**src/rtl/core/crp_div_cell.sv**
```systemverilog
// One quotient bit cell of a pipelined restoring divider, several lanes on one divisor.
// Uses no package; instantiated in chains by the top level.
module crp_div_cell #(
  parameter int LANES = 2,
  parameter int DIV_W = 17,
  parameter int QUO_W = 33,
  parameter int PT_W  = 1
) (
  input  logic                          clk,
  input  logic                          rst_n,
  input  logic                          en,
  input  logic                          v_i,
  input  logic [DIV_W-1:0]              d_i,
  input  logic [LANES-1:0][DIV_W-1:0]   rem_i,
  input  logic [LANES-1:0][QUO_W-1:0]   nq_i,
  input  logic [PT_W-1:0]               pt_i,
  output logic                          v_o,
  output logic [DIV_W-1:0]              d_o,
  output logic [LANES-1:0][DIV_W-1:0]   rem_o,
  output logic [LANES-1:0][QUO_W-1:0]   nq_o,
  output logic [PT_W-1:0]               pt_o
);

  logic                        v_r;
  logic [DIV_W-1:0]            d_r;
  logic [LANES-1:0][DIV_W-1:0] rem_r, rem_nxt;
  logic [LANES-1:0][QUO_W-1:0] nq_r, nq_nxt;
  logic [PT_W-1:0]             pt_r;

  always_comb begin
    logic [DIV_W:0] rem2;
    logic [DIV_W:0] diff;
    logic           ge;
    for (int l = 0; l < LANES; l++) begin
      rem2       = {rem_i[l], nq_i[l][QUO_W-1]};
      diff       = rem2 - {1'b0, d_i};
      ge         = (rem2 >= {1'b0, d_i});
      rem_nxt[l] = ge ? diff[DIV_W-1:0] : rem2[DIV_W-1:0];
      nq_nxt[l]  = {nq_i[l][QUO_W-2:0], ge};
    end
  end

  always_ff @(posedge clk) begin
    if (!rst_n) begin
      v_r <= 1'b0;
    end else if (en) begin
      v_r <= v_i;
    end
  end

  always_ff @(posedge clk) begin
    if (en) begin
      d_r   <= d_i;
      rem_r <= rem_nxt;
      nq_r  <= nq_nxt;
      pt_r  <= pt_i;
    end
  end

  assign v_o   = v_r;
  assign d_o   = d_r;
  assign rem_o = rem_r;
  assign nq_o  = nq_r;
  assign pt_o  = pt_r;

endmodule
```
**config.mk**
```make
export PLATFORM = sky130hd
export DESIGN_NAME = crp_div_cell
export DESIGN_NICKNAME = d
export VERILOG_FILES = /design/src/rtl/core/crp_div_cell.sv
export SDC_FILE = /design/constraint.sdc
export NUM_CORES = 1
export LEC_CHECK = 0
export CORE_MARGIN = 3
export CORE_UTILIZATION = 35
export CTS_BUF_LIST = sky130_fd_sc_hd__clkbuf_4 sky130_fd_sc_hd__clkbuf_8 sky130_fd_sc_hd__clkbuf_16
export DETAILED_ROUTE_END_ITERATION = 8
export DONT_BUFFER_PORTS = 1
export PLACE_DENSITY_LB_ADDON = 0.3
export SYNTH_ARGS = -nofsm -noshare
export SYNTH_HDL_FRONTEND = slang
export SYNTH_SLANG_ARGS = --single-unit
```
**constraint.sdc**
```tcl
create_clock -name clk -period 2.6 [get_ports clk]
set_input_delay 0.13 -clock clk [delete_from_list [all_inputs] [get_ports clk]]
set_output_delay 0.13 -clock clk [all_outputs]
set_load 0.05 [all_outputs]
```
Word-level counts from Yosys, hierarchy flattened

Cells that the tools add are included.

Flip-flop bits (word level): 119
Output and inout bits: 119
Word-level logic and storage cells: 13

Add/sub/neg operators: 2
$lt $le $gt $ge: 2
Multiplexer cells: 2

Operator list:

| cell                                             | count |
|---|---|
| 18-bit by 17-bit >= comparator with 1-bit output | 2 |
| 17-bit 2-to-1 mux                                | 2 |
| 17-bit subtractor                                | 2 |

Depth between registers and ports, before layout

Gate-level depths: netlist of the first run.

Word-level depth: 2
Mapped depth: 12
Depth with buffers taken out: 11

Least setup slack after synthesis of the first run

OpenSTA, ideal clock, no wires.

Kind: input -> register
From: input nq_i[65] in the netlist's numbering
To: register rem_r, in the netlist rem_o[25] (data pin)
Arrival time: 2.090 ns
Data required time: 2.340 ns
Slack: 0.250 ns
Stages on the path: 11
Cells stage by stage: inv_1 ha_1 inv_1 fa_1 a21o_1 and2_1 o31a_1 o21ai_4 inv_2 buf_6 mux2_4

RTL lines:

| item                 | line | RTL |
|---|---|---|
| from (decl)          | 15   | `input logic [LANES-1:0][QUO_W-1:0] nq_i,` |
| to (signal assigned) | 54   | `rem_r <= rem_nxt;` |
| to (decl)            | 26   | `logic [LANES-1:0][DIV_W-1:0] rem_r, rem_nxt;` |

==> impl_metrics.env, run 1 <==
export IMPL_synth_edff_count=118
export IMPL_grt_total_usage=0.177
export IMPL_path_class="input port to register"
export IMPL_insertion_delay_ns=0.41
export IMPL_fin_crit_sh=0.795
export IMPL_grt_max_degree=120
export IMPL_power_mw=6.41
export IMPL_vias=4061
export IMPL_ant_nets=0
export IMPL_holdWs_ns=-0.178
export IMPL_hold_class="input port to register"
export IMPL_finalWirelength_um=16700
export IMPL_fmax_mhz=484
export IMPL_rsz0062_at_grt="no"
export IMPL_drive_above_1_share=0.122
export IMPL_cts_buffer_depth=2
export IMPL_hold_path_depth=0
export IMPL_antenna_found_initial=0
export IMPL_skew_ns=0
export IMPL_cp_startpoint="nq_i[32]"
export IMPL_synth_flop_cell="edfxtp_1"
export IMPL_cp_start_kind="input port"
export IMPL_cts_htree_levels=4
export IMPL_synthesis_nets=597
export IMPL_cts_root_buf="clkbuf_16"
export IMPL_ys_seq_area_frac=0.609
export IMPL_fin_crit_ns=2.07
export IMPL_status="complete, but fails checks"
export IMPL_num_nets_final=728
export IMPL_peakVddDrop_mv=0.428
export IMPL_maxCapViolations=0
export IMPL_dr_pass1_iters=4
export IMPL_layout_common_cells="edfxtp_1 (118), dlygate4sd3_1 (117), nand2_1 (34), ha_1 (34), a21oi_1 (26)"
export IMPL_r2r_cells=3
export IMPL_cts_tree="yes"
export IMPL_worstMarginPinSlew_ns=0.537
export IMPL_die_area_mm2=0.0183
export IMPL_die_h_um=135
export IMPL_avgSynthCellArea_um2=13.3
export IMPL_row_count=46
export IMPL_yosys_area_top_type="edfxtp_1"
export IMPL_hpwl_um=11900
export IMPL_grt_pass1_wl_um=24300
export IMPL_finalSetupViolCount=0
export IMPL_core_area_mm2=0.0161
export IMPL_port_buffer_count=0
export IMPL_post_drt_wl_per_cell_um=20.9
export IMPL_synthArstFlopShare=0
export IMPL_ys_top_cells_by_area="edfxtp_1 (61%), ha_1 (7.3%), mux2_2 (3.3%), xnor2_1 (2.4%), a21oi_1 (2.2%)"
export IMPL_r2r_start="v_o$_SDFFE_PN0P_"
export IMPL_ctsHoldBuffers=117
export IMPL_avgViaCountPerCell=5.08
export IMPL_initial_utilization=0.363
export IMPL_r2r_slack_ns=1.10
export IMPL_synth_cell_types=61
export IMPL_drt_iter0_drc=228
export IMPL_dp_cells=650
export IMPL_gr_total_overflow=0
export IMPL_cp_end_kind="register"
export IMPL_yosys_area_top_type_share=0.605
export IMPL_die_w_um=135
export IMPL_n_antenna_cell=0
export IMPL_synthCells=439
export IMPL_rr_endpoint="v_o$_SDFFE_PN0P_"
export IMPL_fin_setup_tns_ns=0
export IMPL_cts_buffers=17
export IMPL_cellPowerDensity_mw_per_mm2=812
export IMPL_hp_start="en"
export IMPL_clk_pin_slew_ns=0.06
export IMPL_area_delta_synth_final_pct=34.8
export IMPL_yosys_warnings=0
export IMPL_required_ns=2.76
export IMPL_drc=0
export IMPL_post_cts_resized=0
export IMPL_ios=241
export IMPL_final_common_cell="edfxtp_1"
export IMPL_worstPathMaxFanout=15
export IMPL_cts_setup_buffers=0
export IMPL_layoutNonFillerInstCount=799
export IMPL_syn_area_mm2=0.00586
export IMPL_slew_headroom=0.633
export IMPL_min_to="rem_o[13]$_DFFE_PP_"
export IMPL_final_max_slew_violation_count=0
export IMPL_cts_sinks=119
export IMPL_failed_checks="hold timing"
export IMPL_grt_pass1_vias=4241
export IMPL_hold_violations=118
export IMPL_ys_seq_elements=119
export IMPL_p_leak_nw=3.03
export IMPL_routabilityCongestion=0.891
export IMPL_critPathArrivalTime_ns=2.23
[logic make-up after synthesis]
logic type,Yosys count,share of synthesized area
adder cells (fa/ha/maj),36,0.0795
XOR/XNOR,19,0.0284
buffers and inverters,38,0.0293
AND/OR/NAND/NOR,93,0.0773
AO/OA/AOI/OAI,112,0.132
multiplexers,22,0.0447
flip-flops,119,0.609
[sequential cells by signal (all words and copies together) (netlist names)]
name / cells
pt_o: 1
d_o: 17
v_o: 1
nq_o: 66
rem_o: 34
[worst max-delay path, stage by stage]
cell,delay [ns]
inv_1,0.03
ha_1,0.17
inv_1,0.06
fa_1,0.40
a21oi_1,0.24
o211a_1,0.26
a21oi_1,0.09
o21ai_1,0.15
and2_2,0.21
inv_2,0.16
mux2_2,0.32
[where the power goes]
part / total (mW) / internal, mW / switching (mW)
Sequential: 3.14 / 2.37 / 0.770
Clock: 2.47 / 1.55 / 0.927
Combinational: 0.796 / 0.414 / 0.381
Total: 6.41 / 4.33 / 2.08
[area by class of cell]
class | count | area, µm²
fill | 1402 | 8220
sequential | 119 | 3560
multi-input combinational | 282 | 2120
timing repair buffer | 123 | 1220
clock buffer | 18 | 433
tap | 216 | 270
clock inverter | 14 | 188
inverter | 27 | 101
[metrics by stage]
step	area (µm²)	setup slack [ns]	utilization
6_report	7890	0.533	0.490
5_1_grt	7890	0.326	0.490
4_1_cts	7890	0.551	0.490
3_5_place_dp	6100	0.118	0.379
3_3_place_gp	6100	0.153	0.379
2_1_floorplan	5860	0.250	-
[worst max-delay path by stage]
| stage | endpoint | slack (ns) | depth (start not counted) |
|---|---|---|---|
| after global placement | rem_o[14]$_DFFE_PP_ | 0.15 | 11 |
| after CTS | rem_o[32]$_DFFE_PP_ | 0.55 | 9 |
| after detailed placement | rem_o[10]$_DFFE_PP_ | 0.12 | 11 |
| after global routing | rem_o[5]$_DFFE_PP_ | 0.33 | 11 |
| after floorplan | rem_o[25]$_DFFE_PP_ | 0.25 | 11 |
| final | rem_o[5]$_DFFE_PP_ | 0.53 | 11 |
[cells in the mapped netlist (all sizes together), types with 3 or more instances]
cell and count:
nand3 13, nor2b 4, and2 5, nor3 3, a31oi 3, edfxtp 118
o211ai 3, clkbuf 3, and4 4, xnor2 16, nor2 16, a21o 15
o21ai 21, a211oi 4, a21oi 26, o21a 10, a2111oi 3, inv 27
ha 34, or2 3, nand2 34, xor2 3, o31ai 6, nor3b 3
buf 8, mux2 21
[routing by layer]
layer / vias up / share of wire / GRT usage
met4: 0 / 0.019 / 0.0633
met3: 22 / 0.10 / 0.0721
li1: 1947 / - / -
met5: - / 0 / 0
met2: 205 / 0.49 / 0.301
met1: 1887 / 0.39 / 0.202
Note: power is estimated with default switching activity, not from simulation.
==> run 2: changes to the inputs <==
==> constraint.sdc (replaced) <==
create_clock -name clk -period 1.8 [get_ports clk]
set_input_delay 0.09 -clock clk [delete_from_list [all_inputs] [get_ports clk]]
set_output_delay 0.09 -clock clk [all_outputs]
set_load 0.05 [all_outputs]
==> run 2 against run 1 <==
  * The flow finishes with violations (hold timing, setup timing)
  * Critical endpoint is now rem_o[30]$_DFFE_PP_
  * Global-route usage up 1.1 points
  * Via count rose by 9.7%
  * Highest routed layer unchanged
  * Worst setup slack worse by 0.59 ns
  * Core utilization up 5.6 points
  * Hold slack lost 0.024 ns
  * Critical path depth shrank 3
  * Largest power group unchanged
  * Die area unchanged
==> impl_metrics.env, run 2 (same netlist as run 1, synthesis figures left out) <==
export IMPL_p_sw_mw=3.01
export IMPL_fin_crit_ns=1.85
export IMPL_row_count=46
export IMPL_final_common_cell="edfxtp_1"
export IMPL_cp_start_kind="input port"
export IMPL_cp_startpoint="d_i[1]"
export IMPL_final_util=0.545
export IMPL_path_class="input port to register"
export IMPL_finalWirelength_um=17900
export IMPL_switching_share=0.313
export IMPL_grt_total_usage=0.188
export IMPL_grt_max_degree=120
export IMPL_required_ns=2.00
export IMPL_p_int_mw=6.61
export IMPL_largest_reg_flops=66
export IMPL_clk_pin_slew_ns=0.06
export IMPL_critPathArrivalTime_ns=2.05
export IMPL_num_nets_final=815
export IMPL_path_buf_inv=1
export IMPL_drc=0
export IMPL_routabilityCongestion=0.800
export IMPL_ant_nets=0
export IMPL_worstMarginPinSlew_ns=0.563
export IMPL_hold_class="input port to register"
export IMPL_rsz0062_at_grt="yes"
export IMPL_cp_end_kind="register"
export IMPL_hp_start="en"
export IMPL_p_leak_nw=3.48
export IMPL_p_clk_frac=0.374
export IMPL_die_w_um=135
export IMPL_cp_cell_sequence="clkinvlp_4 -> ha_1 -> nor2b_1 -> o21a_1 -> o2111ai_2 -> and3_4 -> mux2_2 -> o41ai_2"
export IMPL_seqPwrFrac=0.473
export IMPL_cp_top_family="compound AO/OA/AOI/OAI gates"
export IMPL_area_delta_synth_final_pct=50.1
export IMPL_hold_violations=118
export IMPL_slew_headroom=0.626
export IMPL_initial_utilization=0.363
export IMPL_hpwl_um=13100
export IMPL_antenna_found_initial=0
export IMPL_failed_checks="hold timing, setup timing"
export IMPL_die_area_mm2=0.0183
export IMPL_holdWs_ns=-0.202
export IMPL_fin_crit_sh=1.03
export IMPL_avgViaCountPerCell=5.03
export IMPL_port_buffer_count=0
export IMPL_dr_pass1_iters=4
export IMPL_post_drt_wl_per_cell_um=20.2
export IMPL_final_area_mm2=0.00879
export IMPL_grt_pass1_vias=4654
export IMPL_final_max_slew_violation_count=0
export IMPL_worstPathMaxFanout=4
export IMPL_fmax_mhz=540
export IMPL_grt_pass1_wl_um=25700
export IMPL_drt_iter0_drc=173
export IMPL_layoutNonFillerInstCount=886
export IMPL_layout_common_cells="edfxtp_1 (118), dlygate4sd3_1 (117), buf_4 (90)"
export IMPL_max_stage_delay_ns=0.37
export IMPL_cts_htree_levels=4
export IMPL_peakVddDrop_mv=0.644
export IMPL_drive_above_1_share=0.281
export IMPL_p_comb_frac=0.154
export IMPL_r2r_start="v_o$_SDFFE_PN0P_"
export IMPL_placed_cell_area_mm2=0.00684
export IMPL_cellPowerDensity_mw_per_mm2=1100
export IMPL_skew_ns=0
export IMPL_fin_ws_ns=-0.0522
export IMPL_finalSetupViolCount=8
export IMPL_maxCapViolations=0
export IMPL_insertion_delay_ns=0.40
export IMPL_cts_tree="yes"
export IMPL_vias=4454
export IMPL_cp_slowest_cell="o41ai_2"
export IMPL_ios=241
export IMPL_cts_sinks=119
export IMPL_dp_cells=733
export IMPL_status="complete, but fails checks"
export IMPL_n_antenna_cell=0
export IMPL_core_area_mm2=0.0161
export IMPL_cts_root_buf="clkbuf_16"
export IMPL_die_h_um=135
export IMPL_cts_buffer_depth=2
export IMPL_gr_total_overflow=0
export IMPL_cts_buffers=17
==> run 2: cell count changes in the layout (fill, tap and decap cells not counted), sizes merged <==
cell      delta
clkinv       +5
buf         +87
bufinv       +1
inv          -8
clkinvlp     +2
==> run 2: final timing paths <==
path                         end  slack, ns  cells after the start
max          rem_o[30]$_DFFE_PP_      -0.05                      8
min            d_o[15]$_DFFE_PP_      -0.20                      0
max reg2reg     v_o$_SDFFE_PN0P_       0.31                      3
min reg2reg     v_o$_SDFFE_PN0P_       1.33                      3
==> run 2: metrics by stage <==
step	power [mW]	setup WS, ns	TNS [ns]
final	9.62	-0.0522	-0.128
after global routing	9.99	-0.0890	-0.958
after CTS	9.68	-0.00362	-0.00501
after detailed placement	5.81	-0.496	-13.50
after global placement	5.79	-0.488	-12.42
after floorplan	5.31	-0.431	-9.64
==> run 2: cell type report <==
cell class              instances  area [µm²]
flip-flops and latches        119        3560
clock buffers                  18         433
multi-input cells             282        2300
fillers                      1377        7330
clock inverters                14         199
repair buffers                210        1880
inverters                      27         141
well taps                     216         270
==> run 2: routing by layer <==
metal,share of wire,up-vias,global-route usage,routed length [µm]
li1,-,2119,-,-
met1,0.37,2126,0.195,6660
met2,0.54,185,0.360,9620
met3,0.072,24,0.0576,1290
met4,0.018,0,0.0582,326
met5,0,-,0,0
==> run 2: what timing repair did <==
item                                    4_1_cts  5_1_grt
hold buffers                                116        1
resized for setup                             8       18
hold endpoints to repair                    233      119
endpoints found under the setup margin       10       32
pin swaps                                    11        5
setup buffers                                 3        1
==> run 2: power by group through the flow <==
stage	logic [mW]	registers, mW	clock network (mW)
final	1.48	4.55	3.60
after CTS	1.44	4.56	3.68
after floorplan	0.785	4.53	0
after global placement	1.18	4.61	0
after detailed placement	1.20	4.61	0
after global routing	1.62	4.57	3.79
==> run 2: worst register-to-register path, cell delays in order, from the launching register on <==
cell and delay [ns]:
dfxtp_1 0.63, mux2i_1 0.13, nor2b_1 0.12, dlygate4sd3_1 0.55
