$ cat config.mk
export PLATFORM = sky130hd
export DESIGN_NAME = crp_sqrt_cell
export DESIGN_NICKNAME = d
export VERILOG_FILES = /design/src/rtl/core/crp_sqrt_cell.sv
export SDC_FILE = /design/constraint.sdc
export NUM_CORES = 1
export LEC_CHECK = 0
export BUFFER_PORTS_ARGS = -buffer_cell sky130_fd_sc_hd__buf_2
export CORE_ASPECT_RATIO = 1.75
export CORE_MARGIN = 4
export CORE_UTILIZATION = 44
export CTS_CLUSTER_SIZE = 25
export DETAILED_ROUTE_END_ITERATION = 10
export GPL_ROUTABILITY_DRIVEN = 0
export PLACE_DENSITY = 0.77
export SLEW_MARGIN = 20
export SYNTH_ARGS = -nofsm -noshare
export SYNTH_HDL_FRONTEND = slang
export SYNTH_SLANG_ARGS = --single-unit
$ cat constraint.sdc
create_clock -name clk -period 2.2 [get_ports clk]
set_input_delay 0.22 -clock clk [delete_from_list [all_inputs] [get_ports clk]]
set_output_delay 0.22 -clock clk [all_outputs]
set_load 0.005 [all_outputs]
$ cat src/rtl/core/crp_sqrt_cell.sv
// One digit cell of the pipelined integer square root (two radicand bits per cell).
// Uses no package; instantiated in a chain by the top level.
module crp_sqrt_cell #(
  parameter int ROOT_W = 18,
  parameter int PT_W   = 1
) (
  input  logic                  clk,
  input  logic                  rst_n,
  input  logic                  en,
  input  logic                  v_i,
  input  logic [ROOT_W+1:0]     rem_i,
  input  logic [ROOT_W-1:0]     root_i,
  input  logic [2*ROOT_W-1:0]   rad_i,
  input  logic [PT_W-1:0]       pt_i,
  output logic                  v_o,
  output logic [ROOT_W+1:0]     rem_o,
  output logic [ROOT_W-1:0]     root_o,
  output logic [2*ROOT_W-1:0]   rad_o,
  output logic [PT_W-1:0]       pt_o
);

  logic                v_r;
  logic [ROOT_W+1:0]   rem_r, rem_nxt;
  logic [ROOT_W-1:0]   root_r, root_nxt;
  logic [2*ROOT_W-1:0] rad_r, rad_nxt;
  logic [PT_W-1:0]     pt_r;
  logic [ROOT_W+3:0]   rem2, trial, diff;
  logic                ge;

  always_comb begin
    rem2     = {rem_i, rad_i[2*ROOT_W-1 -: 2]};
    trial    = {2'b00, root_i, 2'b01};
    diff     = rem2 - trial;
    ge       = (rem2 >= trial);
    rem_nxt  = ge ? diff[ROOT_W+1:0] : rem2[ROOT_W+1:0];
    root_nxt = {root_i[ROOT_W-2:0], ge};
    rad_nxt  = {rad_i[2*ROOT_W-3:0], 2'b00};
  end

  always_ff @(posedge clk) begin
    if (!rst_n) begin
      v_r <= 1'b0;
    end else if (en) begin
      v_r <= v_i;
    end
  end

  always_ff @(posedge clk) begin
    if (en) begin
      rem_r  <= rem_nxt;
      root_r <= root_nxt;
      rad_r  <= rad_nxt;
      pt_r   <= pt_i;
    end
  end

  assign v_o    = v_r;
  assign rem_o  = rem_r;
  assign root_o = root_r;
  assign rad_o  = rad_r;
  assign pt_o   = pt_r;

endmodule

# ---- Word-level counts from Yosys, hierarchy flattened
# Index checks and enable logic that the tools add are counted.
dict set report totals {
  mem_bits_rw 0
  n_memories 0
  wordCells 8
  romBits 0
  ff_bits 74
  in_bits 79
  latch_bits 0
  out_inout_bits 76
}
dict set report op_classes {
  n_div 0
  eq_ne 0
  n_bitwise 0
  reduce_logical 0
  addsub 1
  shifts 0
  magnitude_cmp 1
  n_mul 0
  n_mux 1
}
# operator n
set ops {}
lappend ops {{>= comparator 22 x 20 -> 1 bit} 1}
lappend ops {{two-way mux 20 bit} 1}
lappend ops {{subtractor 20 bit} 1}

# ---- Longest topological paths before layout
# Gate-level depths: netlist (run 1).
dict set report logic_depth {
  depth_word 2
  mapped_depth 10
  depth_no_buf 8
}

# ---- Worst setup path after synthesis (run 1)
# Ideal clock, no wire load.
dict set report synth_timing {
  path_type {input to register}
  startpoint {input port root_i[10]}
  endpoint {register rem_r[12] (netlist: rem_o[12]), data pin}
  n_path_buf 1
  path_stages 9
  arrival_time_ns 2.106
  required_time_ns 1.940
  setup_ns 0.260
  slack_ns -0.166
  cell_sequence {inv_1 > ha_1 > a21oi_1 > a21boi_0 > a311o_2 > a21oi_2 > a211o_4 > buf_6 > mux2_4}
}
dict set report synth_between {
  elab_chain_cells 2
  word_cells_on_any_way 3
  classes_between {add/sub (1); order compare (1); mux (1)}
}
# element line
set synth_lines {}
lappend synth_lines {{start, declared} 12} ;# input logic [ROOT_W-1:0] root_i,
lappend synth_lines {{subtractor 20 bit or >= comparator 22 x 20 -> 1 bit (tied branches)} {33, 34}}
lappend synth_lines {{two-way mux 20 bit *} 35} ;# rem_nxt = ge ? diff[ROOT_W+1:0] : rem2[ROOT_W+1:0];
lappend synth_lines {{named net rem_nxt[12]} 23} ;# logic [ROOT_W+1:0] rem_r, rem_nxt;
lappend synth_lines {{end signal, assigned} 50} ;# rem_r <= rem_nxt;
lappend synth_lines {{end, declared} 23}
# The timed path passes the listed nets; every way through them passes the cells marked *.
# A chain may end at the register's enable or synchronous reset.

# ---- Final worst setup path (run 1)
dict set report layout_timing {
  startpoint {input port root_i[6]}
  endpoint {register rem_r[5] (netlist: rem_o[5]), data pin}
}
dict set report layout_between {
  elab_chain_cells 2
}
# element line
set layout_lines {}
lappend layout_lines {{>= comparator 22 x 20 -> 1 bit} 34} ;# ge = (rem2 >= trial);
lappend layout_lines {{two-way mux 20 bit} 35}
lappend layout_lines {{named net rem_nxt[5]} 23}
# The timed path passes the listed nets, and every way through them passes these cells.

==> parameters.txt, run 1 <==
Parameter                              Value

Run status
  Result of the run ... complete, no violations

Clock tree
  Number of CTS-inserted buffers ... 9
  CTS sink count ... 74
  Max clock buf depth ... 2
  Master cell of the clock root buffer ... sky130_fd_sc_hd__clkbuf_16
  Clock-pin transition on the worst setup and hold timing paths ... 0.06 ns
  Htree depth ... 3
  Insertion delay to the later sink of the worst-skew pair ... 0.33 ns
  CTS tree ... yes
  Hold bufs inserted after CTS ... 0

Cells and area
  Area of the multi-input gates ... 1549 um^2
  # diodes ... 0
  Seq. cell area ... 2212 um^2
  Area added between synthesis and finish ... 52.84%
  Post-layout net count ... 599
  Share of layout cells above drive strength 1 ... 56.63%
  Finished Layout Cells ... 597
  Fillers ... 586

Worst setup path
  Flop-to-flop setup slack ... 1.60 ns
  Worst setup path startpoint ... root_i[6]
  Sequence of cells on the critical path ... buf_2, inv_1, ha_4, buf_4, nand2_2, o21ai_2, a311o_2, a21oi_4, a211o_4, buf_12, mux2_4
  Setup CP Type ... in2reg
  Worst reg2reg startpoint ... v_o
  Data required time at the worst endpoint ... 2.28 ns
  End of the worst register-to-register path ... v_o
  Worst Setup End Kind ... register
  Number of cells on the worst reg-to-reg path ... 2
  Crit start category ... primary input
  Critical path peak fanout ... 7
  Highest cell delay on the worst timing path ... 0.44 ns
  Crit path max-delay cell type ... sky130_fd_sc_hd__a311o_2
  Dominant delay contributor by cell family on the critical path ... compound AO/OA/AOI/OAI gates
  Number of buffers and inverters on the critical path ... 4
  Critical Path AT ... 2.22 ns

Floorplan
  Horiz. Die Dim ... 77.48 um
  Row count ... 44
  Top-level port count ... 155
  Die area ... 10040 um^2
  Overall die height ... 129.6 um
  Placeable Area ... 8258 um^2
  Starting Density ... 45.02%

Place
  Number of placed cells counting well taps ... 580
  Pre-CTS setup slack ... -0.3950 ns
  Estimated wirelength of the detail-placed design ... 7.476 mm
  Port bufs ... 152

Drt
  1st-iter DRT viols ... 131
  Antenna Violating Nets Remaining ... 0
  Vias after detailed routing ... 3094
  Length of the first detailed-routing pass in iterations ... 4
  # DRC ... 0
  Average wire length per cell after detail routing ... 16.19 um
  Overall routed net length ... 9.664 mm
  Vias per std cell ... 5.183

Min path
  Destination of the worst hold path ... rad_o[2]
  Hold/Removal Path Class ... in2reg
  Source of the worst hold timing path ... rad_i[0]
  Hold Path Depth ... 1

STA
  Worst-case setup margin in the final layout ... 0.06294 ns
  Worst hold slack ... 0.06246 ns
  Transition at the pin with the smallest max-transition slack ... 0.4640 ns
  Post-layout min period ... 2.137 ns
  Total Negative Setup Slacks ... 0 ns
  Period utilization ... 97.14%
  Number of max-slew violations in the final report ... 0
  Clock skew after layout ... 0 ns
  Worst slew margin relative to its limit ... 68.27%
  Maximum clock frequency ... 0.4679 GHz
  Final setup violating endpoints ... 0
  Final hold violation count ... 0

Global route
  Wire length of the first global-routing pass ... 14.73 mm
  Total gr overflow ... 0
  GRT Resource Usage Total ... 19.01%
  Via count of the first global-routing pass ... 3266
  Initial antenna violation count ... 0
  Maximum number of pins on one net before global-route repair ... 42

Logic synthesis
  Seq/Total Area, Yosys ... 59.51%
  Cell taking the most area after synthesis ... sky130_fd_sc_hd__edfxtp_1
  Number of instances in the synthesized netlist ... 272
  Number of distinct library cell variants in the gate-level netlist after synthesis ... 50
  Asr flop ratio synth ... 0%
  Netlist area before placement ... 3717 um^2
  Top FF cell, synth ... sky130_fd_sc_hd__edfxtp_1
  Number of enable flip-flop cells after synthesis ... 73
  Leading post-synthesis cells by cell area ... sky130_fd_sc_hd__edfxtp_1, sky130_fd_sc_hd__mux2_4, sky130_fd_sc_hd__ha_1, sky130_fd_sc_hd__inv_1, sky130_fd_sc_hd__xor2_1
  Syn_area_per_cell ... 13.67 um^2
  Flip-flop and latch count after synthesis ... 74
  Count of warnings emitted by yosys ... 0
  Share of the synthesized area in the top cell type ... 58.97%

Pwr
  Power density over cell area ... 807.3 nW/um^2
  Post-layout power ... 4.587 mW
  Total leakage power ... 2.578 nW
  Max IR drop VDD ... 417.6 uV

Flow run
  Number of maximum-capacitance constraint violations ... 0
==> cells in the final DEF (no fill, tap or decap), types with 3 or more instances in the layout <==
cell                          n
sky130_fd_sc_hd__xnor2_1      8
sky130_fd_sc_hd__nand2_1      9
sky130_fd_sc_hd__nor4_1       4
sky130_fd_sc_hd__bufinv_16    4
sky130_fd_sc_hd__a21oi_1     13
sky130_fd_sc_hd__mux2i_1      3
sky130_fd_sc_hd__nand2_2      3
sky130_fd_sc_hd__mux2_4      17
sky130_fd_sc_hd__o31ai_1      3
sky130_fd_sc_hd__buf_12       4
sky130_fd_sc_hd__xor2_1      10
sky130_fd_sc_hd__nor3_1       5
sky130_fd_sc_hd__a211oi_1     5
sky130_fd_sc_hd__edfxtp_1    73
sky130_fd_sc_hd__nor2_1      14
sky130_fd_sc_hd__ha_4        10
sky130_fd_sc_hd__buf_4       67
sky130_fd_sc_hd__o21a_1       4
sky130_fd_sc_hd__nand3_1      6
sky130_fd_sc_hd__o21ai_0      7
sky130_fd_sc_hd__ha_1        10
sky130_fd_sc_hd__inv_1       23
sky130_fd_sc_hd__clkbuf_16    9
sky130_fd_sc_hd__buf_2      151
sky130_fd_sc_hd__a21oi_2      3
==> registers in the layout (all words and copies together), names as in the netlist <==
signal	flops
v_o	1
rem_o	20
pt_o	1
root_o	18
rad_o	34
==> through the flow <==
stage                     utilization [%]  instance area, um^2
final                               68.80                 5682
after global routing                68.80                 5682
after CTS                           68.11                 5624
after detailed placement            63.59                 5251
after global placement              63.59                 5251
after floorplan                         -                 3866
==> Yosys cell counts (2+ instances only) <==
master and n:
sky130_fd_sc_hd__nand2_1 9, sky130_fd_sc_hd__mux2i_1 3, sky130_fd_sc_hd__a21oi_1 16, sky130_fd_sc_hd__buf_4 2
sky130_fd_sc_hd__xor2_1 10, sky130_fd_sc_hd__o21a_1 4, sky130_fd_sc_hd__nor2b_1 2, sky130_fd_sc_hd__nand3_1 6
sky130_fd_sc_hd__edfxtp_1 73, sky130_fd_sc_hd__o211ai_1 2, sky130_fd_sc_hd__ha_1 20, sky130_fd_sc_hd__a211oi_1 5
sky130_fd_sc_hd__mux2_4 17, sky130_fd_sc_hd__o21ai_0 8, sky130_fd_sc_hd__nor3_1 5, sky130_fd_sc_hd__nand2_2 3
sky130_fd_sc_hd__a221oi_1 2, sky130_fd_sc_hd__nor4_1 5, sky130_fd_sc_hd__o31ai_1 3, sky130_fd_sc_hd__inv_1 26
sky130_fd_sc_hd__xnor2_1 8, sky130_fd_sc_hd__nor2_1 15
==> worst reg2reg max path, delay by kind of cell (launching register included) <==
family	cells	cell delay (ns)
multiplexers	1	0.13
flip-flops	1	0.31
AND/OR/NAND/NOR	1	0.06
==> power by group <==
group / switching, mW / internal (mW) / total, mW
clock: 0.553 / 1.23 / 1.78
sequential: 0.0329 / 1.73 / 1.76
combinational: 0.466 / 0.576 / 1.04
==> repair_timing <==
action | CTS | global route
pin swaps | 0 | 8
gates resized for setup | 1 | 9
setup buffers | 0 | 1
endpoints found under the setup margin | 1 | 17
hold endpoints to repair | 0 | 0
==> metal layers <==
| layer | GRT usage (%) | share of wire, % | wire length, um |
|---|---|---|---|
| met4 | 12.16 | 4.2 | 408 |
| met5 | 0 | 0 | 0 |
| met3 | 4.172 | 4.9 | 473 |
| met1 | 17.38 | 34 | 3315 |
| met2 | 36.98 | 57 | 5466 |
==> how the worst max path moves through the flow <==
stage	endpoint	cells after the start
4_1_cts	rem_o[5]	10
2_1_floorplan	rem_o[10]	9
3_5_place_dp	rem_o[17]	11
6_report	rem_o[5]	11
3_3_place_gp	rem_o[6]	10
5_1_grt	rem_o[9]	11
==> kinds of logic after synthesis <==
family	synth area share [%]
other	0.1009
xor gates and xnor gates	4.241
buffers and inverters	4.005
muxes	7.977
AOI/OAI and AO/OA	9.964
DFF	59.51
and+or+nand+nor	7.473
adders and majority gates	6.732
==> layout make-up <==
type,instances,share of cell area (%)
well taps,92,2.026
multi-input cells,167,27.26
flip-flops and latches,74,38.93
clock buffers,10,4.030
inverters,26,1.762
clock inverters,6,2.422
repair buffers,222,23.56
Note: power is estimated with default switching activity, not from simulation.
==> run 2, diff against run 1 <==
==> constraint.sdc (replaced) <==
create_clock -name clk -period 2.2 [get_ports clk]
set_input_delay 0.33 -clock clk [delete_from_list [all_inputs] [get_ports clk]]
set_output_delay 0.33 -clock clk [all_outputs]
set_load 0.005 [all_outputs]
==> parameters.txt, run 2 (synthesized netlist as in run 1, its figures left out) <==
Parameter                              Value

Run status
  Result of the run ... complete, but fails checks
  Violations in the final reports ... negative setup slack

Clock tree
  CTS tree ... yes
  Hold bufs inserted after CTS ... 0
  CTS sink count ... 74
  Number of CTS-inserted buffers ... 9
  Max clock buf depth ... 2
  Htree depth ... 3
  Master cell of the clock root buffer ... sky130_fd_sc_hd__clkbuf_16
  Insertion delay to the later sink of the worst-skew pair ... 0.32 ns
  Clock-pin transition on the worst setup and hold timing paths ... 0.06 ns

Drt
  Average wire length per cell after detail routing ... 16.33 um
  Antenna Violating Nets Remaining ... 0
  Vias per std cell ... 5.200
  Overall routed net length ... 9.650 mm
  1st-iter DRT viols ... 73
  Vias after detailed routing ... 3073
  # DRC ... 0
  Length of the first detailed-routing pass in iterations ... 4

Floorplan
  Row count ... 44
  Horiz. Die Dim ... 77.48 um
  Die area ... 10040 um^2
  Placeable Area ... 8258 um^2
  Top-level port count ... 155
  Starting Density ... 45.02%
  Overall die height ... 129.6 um

STA
  Period utilization ... 100.1%
  Maximum clock frequency ... 0.4541 GHz
  Post-layout min period ... 2.202 ns
  Transition at the pin with the smallest max-transition slack ... 0.9159 ns
  Worst hold slack ... 0.1736 ns
  Worst slew margin relative to its limit ... 38.38%
  Clock skew after layout ... 0 ns
  Worst-case setup margin in the final layout ... -0.002172 ns
  Final setup violating endpoints ... 2
  Final hold violation count ... 0
  Number of max-slew violations in the final report ... 0

Cells and area
  # diodes ... 0
  Most common library cell in the layout ignoring fill and taps ... sky130_fd_sc_hd__buf_2
  Fillers ... 574
  Max reg flops ... 34
  Area added between synthesis and finish ... 53.48%
  Post-layout net count ... 593
  Share of layout cells above drive strength 1 ... 59.92%
  Commonest cells after routing, fill and taps aside ... sky130_fd_sc_hd__buf_2, sky130_fd_sc_hd__edfxtp_1, sky130_fd_sc_hd__buf_4, sky130_fd_sc_hd__inv_1, sky130_fd_sc_hd__mux2_4

Global route
  Initial antenna violation count ... 0
  Via count of the first global-routing pass ... 3240
  Wire length of the first global-routing pass ... 14.61 mm
  GRT Resource Usage Total ... 18.85%
  Maximum number of pins on one net before global-route repair ... 43
  Total gr overflow ... 0

Worst setup path
  Highest cell delay on the worst timing path ... 0.29 ns
  Number of buffers and inverters on the critical path ... 3
  Crit path max-delay cell type ... sky130_fd_sc_hd__mux2_4
  Crit start category ... primary input
  Dominant delay contributor by cell family on the critical path ... compound AO/OA/AOI/OAI gates
  Worst Setup End Kind ... register
  Critical path peak fanout ... 4
  Sequence of cells on the critical path ... buf_2, inv_1, ha_4, a21o_2, a221oi_2, o21ai_1, a21oi_2, a211o_4, buf_12, mux2_4
  Data required time at the worst endpoint ... 2.28 ns
  Setup CP Type ... in2reg
  Critical Path AT ... 2.28 ns

Pwr
  Max IR drop VDD ... 395.5 uV
  Switching share of total power ... 24.36%
  Fraction of power consumed by combinational cells ... 24.6%
  Internal Power ... 3.246 mW
  Total leakage power ... 2.521 nW
  Net Switching ... 1.045 mW
  Power density over cell area ... 752.2 nW/um^2
  Clk network pwr share ... 34.3%
  Fraction of power consumed by sequential logic ... 41.1%

Flow run
  Number of maximum-capacitance constraint violations ... 0

Place
  Estimated wirelength of the detail-placed design ... 7.238 mm
  Pre-CTS setup slack ... -0.4580 ns
  Port bufs ... 152

Min path
  Hold/Removal Path Class ... in2reg
[run 2: cell count changes in the layout (fill, tap and decap cells not counted), moves of 2 or more]
| cell | delta |
|---|---|
| sky130_fd_sc_hd__bufinv_16 | -3 |
| sky130_fd_sc_hd__clkinvlp_4 | +2 |
| sky130_fd_sc_hd__inv_2 | +2 |
| sky130_fd_sc_hd__buf_4 | -7 |
| sky130_fd_sc_hd__ha_4 | +4 |
| sky130_fd_sc_hd__a21oi_1 | -2 |
| sky130_fd_sc_hd__a21oi_2 | +2 |
| sky130_fd_sc_hd__inv_1 | -5 |
| sky130_fd_sc_hd__ha_1 | -5 |
| sky130_fd_sc_hd__nand2_4 | +2 |
| sky130_fd_sc_hd__clkbuf_8 | +2 |
[run 2: layout make-up]
cell class	count	area, um^2	area share [%]
multi-input cells	169	1683	29.50
inverters	26	122.6	2.149
clock buffers	12	256.5	4.496
flip-flops and latches	74	2212	38.77
clock inverters	4	50.05	0.8772
well taps	92	115.1	2.018
repair buffers	214	1266	22.19
[run 2: routing by layer]
layer  up-vias  share of wire, %  GRT usage, %
li1       1466                 -             -
met1      1447                34         17.34
met2       123                55         35.61
met3        37               5.4         4.520
met4         0               5.9         13.42
met5         -                 0             0
[run 2: stage by stage]
step	std cells	power, mW	util, %	TNS [ns]	cell area (um^2)
6_report	591	4.291	69.09	-0.002445	5705
5_1_grt	591	4.493	69.09	-0.3350	5705
4_1_cts	586	4.279	67.53	-0.01909	5577
3_5_place_dp	569	2.790	63.61	-6.769	5253
3_3_place_gp	569	2.759	63.61	-6.230	5253
2_1_floorplan	273	2.344	-	-0.9211	3996
[run 2: repair_timing]
action                     CTS  global route
resized for setup            2            12
gates cloned                 1             1
pin swaps                    1             5
buffers inserted             0             4
setup endpoints to repair    2            19
[run 2: power groups by stage]
stage	registers, mW	logic (mW)	clock network (mW)
2_1_floorplan	1.82	0.525	0
6_report	1.76	1.06	1.47
3_3_place_gp	1.79	0.970	0
3_5_place_dp	1.79	0.996	0
4_1_cts	1.77	1.01	1.50
5_1_grt	1.78	1.14	1.58
[run 2: worst register-to-register path, cell delays in order (launching register included)]
cell and delay [ns]:
sky130_fd_sc_hd__dfxtp_1 0.31, sky130_fd_sc_hd__mux2i_1 0.11, sky130_fd_sc_hd__nor2b_1 0.06
[run 2: path summary, 6_finish.rpt]
check	start	to	slack, ns	depth (start not counted)
max	root_i[13]	rem_o[3]	-0.002	10
min	rad_i[6]	rad_o[8]	0.17	1
max reg2reg	v_o	v_o	1.62	2
min reg2reg	v_o	v_o	0.52	2
